**src/rtl/rc4_stream_cipher_unit_macros.svh**
```systemverilog
// ----------------------------------------------------------------------------
// rc4 stream cipher unit assertion macros
// shared assertion wrappers, compiled out for synthesis
// ----------------------------------------------------------------------------
`ifndef RC4_STREAM_CIPHER_UNIT_MACROS_SVH
`define RC4_STREAM_CIPHER_UNIT_MACROS_SVH

`ifndef SYNTHESIS
// property must hold at every edge outside reset
`define RC4_ASSERT(lbl, clk, rstn, prop, msg) \
  lbl: assert property (@(posedge clk) disable iff (!rstn) (prop)) else $error(msg);
// condition must never be seen outside reset
`define RC4_ASSERT_NEVER(lbl, clk, rstn, cond, msg) \
  lbl: assert property (@(posedge clk) disable iff (!rstn) !(cond)) else $error(msg);
`else
`define RC4_ASSERT(lbl, clk, rstn, prop, msg)
`define RC4_ASSERT_NEVER(lbl, clk, rstn, cond, msg)
`endif

`endif

```
**src/rtl/rc4_pkg.sv**
```systemverilog
// ----------------------------------------------------------------------------
// rc4 package
// shared widths, command codes, sequencer states and s-box port struct
// ----------------------------------------------------------------------------
`timescale 1ns / 1ps

package rc4_pkg;

  localparam int BYTE_W       = 8;
  localparam int SBOX_DEPTH   = 256;
  localparam int LEN_W        = 9;
  localparam int CMD_W        = 2;
  localparam int KEY_DEPTH_DEF = 256;
  // key_index, key_byte, key_length, data_byte packed and padded to bytes
  localparam int IN_TDATA_W   = 40;

  typedef enum logic [CMD_W-1:0] {
    CMD_KEY   = 2'd0,
    CMD_SCHED = 2'd1,
    CMD_DATA  = 2'd2
  } cmd_e;

  typedef enum logic [3:0] {
    ST_IDLE,
    ST_SCH_RD,
    ST_SCH_J,
    ST_SCH_SI,
    ST_SCH_SJ,
    ST_CR_J,
    ST_CR_SI,
    ST_CR_SJ,
    ST_CR_KS,
    ST_FIN
  } state_e;

  typedef struct packed {
    logic              we;
    logic              clr;
    logic [BYTE_W-1:0] waddr;
    logic [BYTE_W-1:0] wdata;
    logic [BYTE_W-1:0] raddr;
  } sbox_req_t;

endpackage

```
**src/rtl/rc4_sbox_ram.sv**
```systemverilog
// ----------------------------------------------------------------------------
// rc4 s-box memory
// 256 x 8 memory, one write and one registered read per cycle, per-entry
// valid bits so unwritten entries read as their own address
// ----------------------------------------------------------------------------
`timescale 1ns / 1ps

module rc4_sbox_ram import rc4_pkg::*; (
  input  logic              clk_i,
  input  logic              rst_ni,
  input  sbox_req_t         req_i,
  output logic [BYTE_W-1:0] rdata_o
);

  logic [BYTE_W-1:0]     mem_q [SBOX_DEPTH];
  logic [SBOX_DEPTH-1:0] vld_q;
  logic [BYTE_W-1:0]     rd_q;
  logic                  rd_vld_q;
  logic                  fwd_q;
  logic [BYTE_W-1:0]     fwd_data_q;
  logic [BYTE_W-1:0]     raddr_q;

  always_ff @(posedge clk_i) begin
    if (req_i.we) begin
      mem_q[req_i.waddr] <= req_i.wdata;
    end
    rd_q       <= mem_q[req_i.raddr];
    fwd_data_q <= req_i.wdata;
    raddr_q    <= req_i.raddr;
  end

  always_ff @(posedge clk_i or negedge rst_ni) begin
    if (!rst_ni) begin
      vld_q    <= '0;
      rd_vld_q <= 1'b0;
      fwd_q    <= 1'b0;
    end else begin
      if (req_i.clr) begin
        vld_q <= '0;
      end else if (req_i.we) begin
        vld_q[req_i.waddr] <= 1'b1;
      end
      rd_vld_q <= vld_q[req_i.raddr] & ~req_i.clr;
      // write-first: a read of the address being written sees the new byte
      fwd_q    <= req_i.we && (req_i.waddr == req_i.raddr);
    end
  end

  assign rdata_o = fwd_q ? fwd_data_q : (rd_vld_q ? rd_q : raddr_q);

endmodule

```
**config.mk**
```make
export PLATFORM = sky130hd
export DESIGN_NAME = rc4_sbox_ram
export DESIGN_NICKNAME = d
export VERILOG_FILES = /design/src/rtl/rc4_stream_cipher_unit_macros.svh /design/src/rtl/rc4_pkg.sv /design/src/rtl/rc4_sbox_ram.sv
export SDC_FILE = /design/constraint.sdc
export NUM_CORES = 2
export LEC_CHECK = 0
export BUFFER_PORTS_ARGS = -buffer_cell sky130_fd_sc_hd__buf_2
export CAP_MARGIN = 25
export CORE_ASPECT_RATIO = 0.8
export CORE_MARGIN = 2
export CORE_UTILIZATION = 25
export DETAILED_ROUTE_END_ITERATION = 10
export PLACE_DENSITY = 0.46
export SLEW_MARGIN = 20
export SYNTH_ARGS = -nofsm -noshare
export SYNTH_HDL_FRONTEND = slang
export SYNTH_SLANG_ARGS = --single-unit
```
**constraint.sdc**
```tcl
create_clock -name clk_i -period 5.55 [get_ports clk_i]
set_input_delay 0.555 -clock clk_i [delete_from_list [all_inputs] [get_ports clk_i]]
set_output_delay 0.555 -clock clk_i [all_outputs]
set_load 0.005 [all_outputs]
```
==> results.cfg <==
[run_status]
status = complete, no violations

[timing]
final.hold.worst_slack_ns = 0.06803
finalSetupViolCount = 0
final.period_utilization = 0.6453
hold_viol = 0
fin_skew_ns = 0.05195
clock.fmax_mhz = 279.2
worst_slack_ns = 1.968
tns_ns = 0
drv_slew = 0
timing.max_slew.rel_slack = 0.1413
grt_setup_unrepaired = no
finalWorstPathRequiredPeriod_ns = 3.582
tightestPinTransition_ns = 1.276

[clock_tree]
clk_root_buffer_cell = clkbuf_16
clk-insertion-delay-late_ns = 0.89
cts_tree = yes
tritoncts_num_sinks = 2330
cts_inserted_buffers = 225
clk_pin_slew_ns = 0.07
postCtsSetupBuffers = 0
clockBufferDepth = 4
cts.htree.levels = 4
cts_resized = 0
cts.hold.buffers_added = 3

[floorplan]
die_h_um = 543.6
fp.coreArea_mm2 = 0.3629
io-pin-count = 36
die_w_um = 678.5
initial_core_util = 0.2507
die_outline_area_mm2 = 0.3688
placementRows = 198

[logic_synthesis]
mappedNetlistNets = 4275
synth_enable_flop_cells = 2048
post_synth_mux_area_share = 0.1737
yosys.area_share.xor_xnor = 0.0007701
synth_flop_cell = edfxtp_1
synth-seq-cells = 2330
synth_compound_area_frac = 0.03172
synth_fa_ha_area_frac = 0
seq_area_frac_synth = 0.7522
synth_top_family_by_area = multiplexers
syn-cell-area_mm2 = 0.09099
ys_types = 56
ys_top_cells_by_area = edfxtp_1, mux4_2, dfrtp_1
yosys.area.top_type = edfxtp_1
synth-simple-area-share = 0.02382
netlist_instances = 4247
synth_top_area_frac = 0.6759
postSynthAreaPerCell_um2 = 21.42
yosys_warnings = 0
async_flop_share = 0.1107

[worst_setup_path]
critPathBufInv = 4
worst_path_arrival_time_ns = 4.33
cp_slowest_cell = o21ai_0
worstSetupEndpointType = flip-flop
critical_path.startpoint_type = input port
crit_family = buffers and inverters
slowest_delay_ns = 0.79
setup.worst_path.class = in2reg
worst_path_cell_chain = dlygate4sd3_1 -> buf_4 -> inv_6 -> buf_12 -> mux4_2 -> o21ai_0 -> or4_1 -> nor4b_2
worstPathRequired_ns = 6.30
critical_path_peak_fanout = 40

[power]
total_leakage_power_uw = 0.03332
power.net_switching_uw = 7930
share_seq_of_total_power = 0.531
clock_power_share = 0.419
pwr-share-comb = 0.050
powerDensity_mw_per_mm2 = 343.5
cell_internal_pwr_uw = 28180
irDropWorstVdd_v = 0.0002479
fraction_of_power_spent_switching_nets = 0.2196

[route]
initialDrtViolationCount = 5159
wl_final_mm = 264.8
detail_route_antenna_nets = 0
num_vias = 44680
wire_per_inst_um = 27.94
first_pass_iters = 6
drc = 0
detail_route.vias_per_cell = 4.714

[global_route]
grt-ovfl-total = 0
grt_antenna_before_repair = 24
global_route_usage_over_all_layers = 0.1411
grt_first_pass_wirelength_mm = 371.6
grt_start_max_net_pins = 163
grt_pass1_vias = 45330

[run]
maxCapViolations = 0

[final_layout]
area_growth_pct = 15.51
finalNetCount = 4516
post_route_cells_drive_above_1_share = 0.2740
top_library_cells_by_usage_in_the_layout_fill_and_taps_aside = edfxtp_1, mux4_2, o21a_1, dfrtp_1, nor2_1
mostFrequentLayoutCell = edfxtp_1

[placement]
place_worst_setup_slack_ns = 1.304
port_buffers = 35
final_hpwl_dp_mm = 166.2
place.gp.congestion = 0.8243

[min_path]
hp-class = in2reg
-- metrics by stage --
stage / instance area, µm² / total power [µW] / std cells / util
2_1_floorplan: 90990 / 20470 / 4247 / -
3_5_place_dp: 97870 / 21380 / 9039 / 0.2697
3_3_place_gp: 97580 / 21360 / 9012 / 0.2689
5_1_grt: 105100 / 37260 / 9474 / 0.2895
4_1_cts: 104900 / 36520 / 9449 / 0.2891
6_report: 105100 / 36100 / 9478 / 0.2896
-- layout make-up --
cell class                      instances  area, µm²
Timing Repair Buffer                  278       2552
Tap cell                             4800       6006
Clock inverter                        106      959.7
Clock buffer                          301       6057
Multi-Input combinational cell       1647      21030
Inverter                                6      35.03
Antenna cell                           10      25.02
Sequential cell                      2330      68440
Fill cell                           35270     257800
-- synthesized netlist by cell type, drive strengths merged, types with 2 or more instances --
| cell type | number |
|---|---|
| nor2 | 279 |
| o21bai | 2 |
| and4 | 2 |
| nor4 | 6 |
| nor2b | 11 |
| or2 | 3 |
| nand2b | 8 |
| dfxtp | 24 |
| o221ai | 13 |
| o22ai | 27 |
| or4 | 7 |
| or3 | 28 |
| a311o | 2 |
| mux2i | 98 |
| nand3 | 29 |
| o21ai | 37 |
| a22oi | 25 |
| o2bb2ai | 2 |
| o21a | 258 |
| xor2 | 7 |
| dfrtp | 258 |
| o21ba | 2 |
| a2111oi | 2 |
| mux2 | 2 |
| nor3 | 12 |
| a211oi | 4 |
| nor4b | 7 |
| a21oi | 8 |
| inv | 6 |
| mux4 | 657 |
| clkbuf | 132 |
| nand4 | 20 |
| buf | 132 |
| nand2 | 71 |
| edfxtp | 2048 |
| a32oi | 10 |
-- metal layers --
metal | global-route usage | up-vias | share of wire
met1 | 0.2107 | 24830 | 0.47
li1 | - | 18120 | -
met5 | 0 | - | 0.000049
met2 | 0.2116 | 1432 | 0.44
met4 | 0.03049 | 2 | 0.018
met3 | 0.02800 | 296 | 0.067
-- final timing paths --
check	start	endpoint	slack (ns)	depth (start not counted)
worst min-delay path	req_i[6]	raddr_q[6]	0.07	2
min in group asynchronous	rst_ni	vld_q[48]	0.23	2
max in group asynchronous	rst_ni	vld_q[100]	3.91	3
worst min register to register	vld_q[74]	vld_q[74]	0.48	1
worst max register to register	mem_q[55][3]	rd_q[3]	2.58	5
worst max-delay path	req_i[4]	rd_q[0]	1.97	8
-- state kept, by name, indices dropped and copies added (netlist names) --
register	cells
fwd_data_q	8
fwd_q	1
mem_q	2048
raddr_q	8
rd_q	8
rd_vld_q	1
vld_q	256
-- power by group through the flow --
stage | clock network, µW | registers [µW] | logic, µW
floorplan | 0 | 19500 | 969
global placement | 0 | 19500 | 1830
detailed placement | 0 | 19500 | 1860
CTS | 15500 | 19200 | 1860
global route | 16200 | 19200 | 1930
finish | 15100 | 19200 | 1820
-- cell families after synthesis --
group / Yosys count
multiplexers: 757
XOR/XNOR: 8
flip-flops: 2330
buffers and inverters: 270
AND/OR/NAND/NOR: 486
AO/OA/AOI/OAI: 396
(Power assumes the default switching activity.)
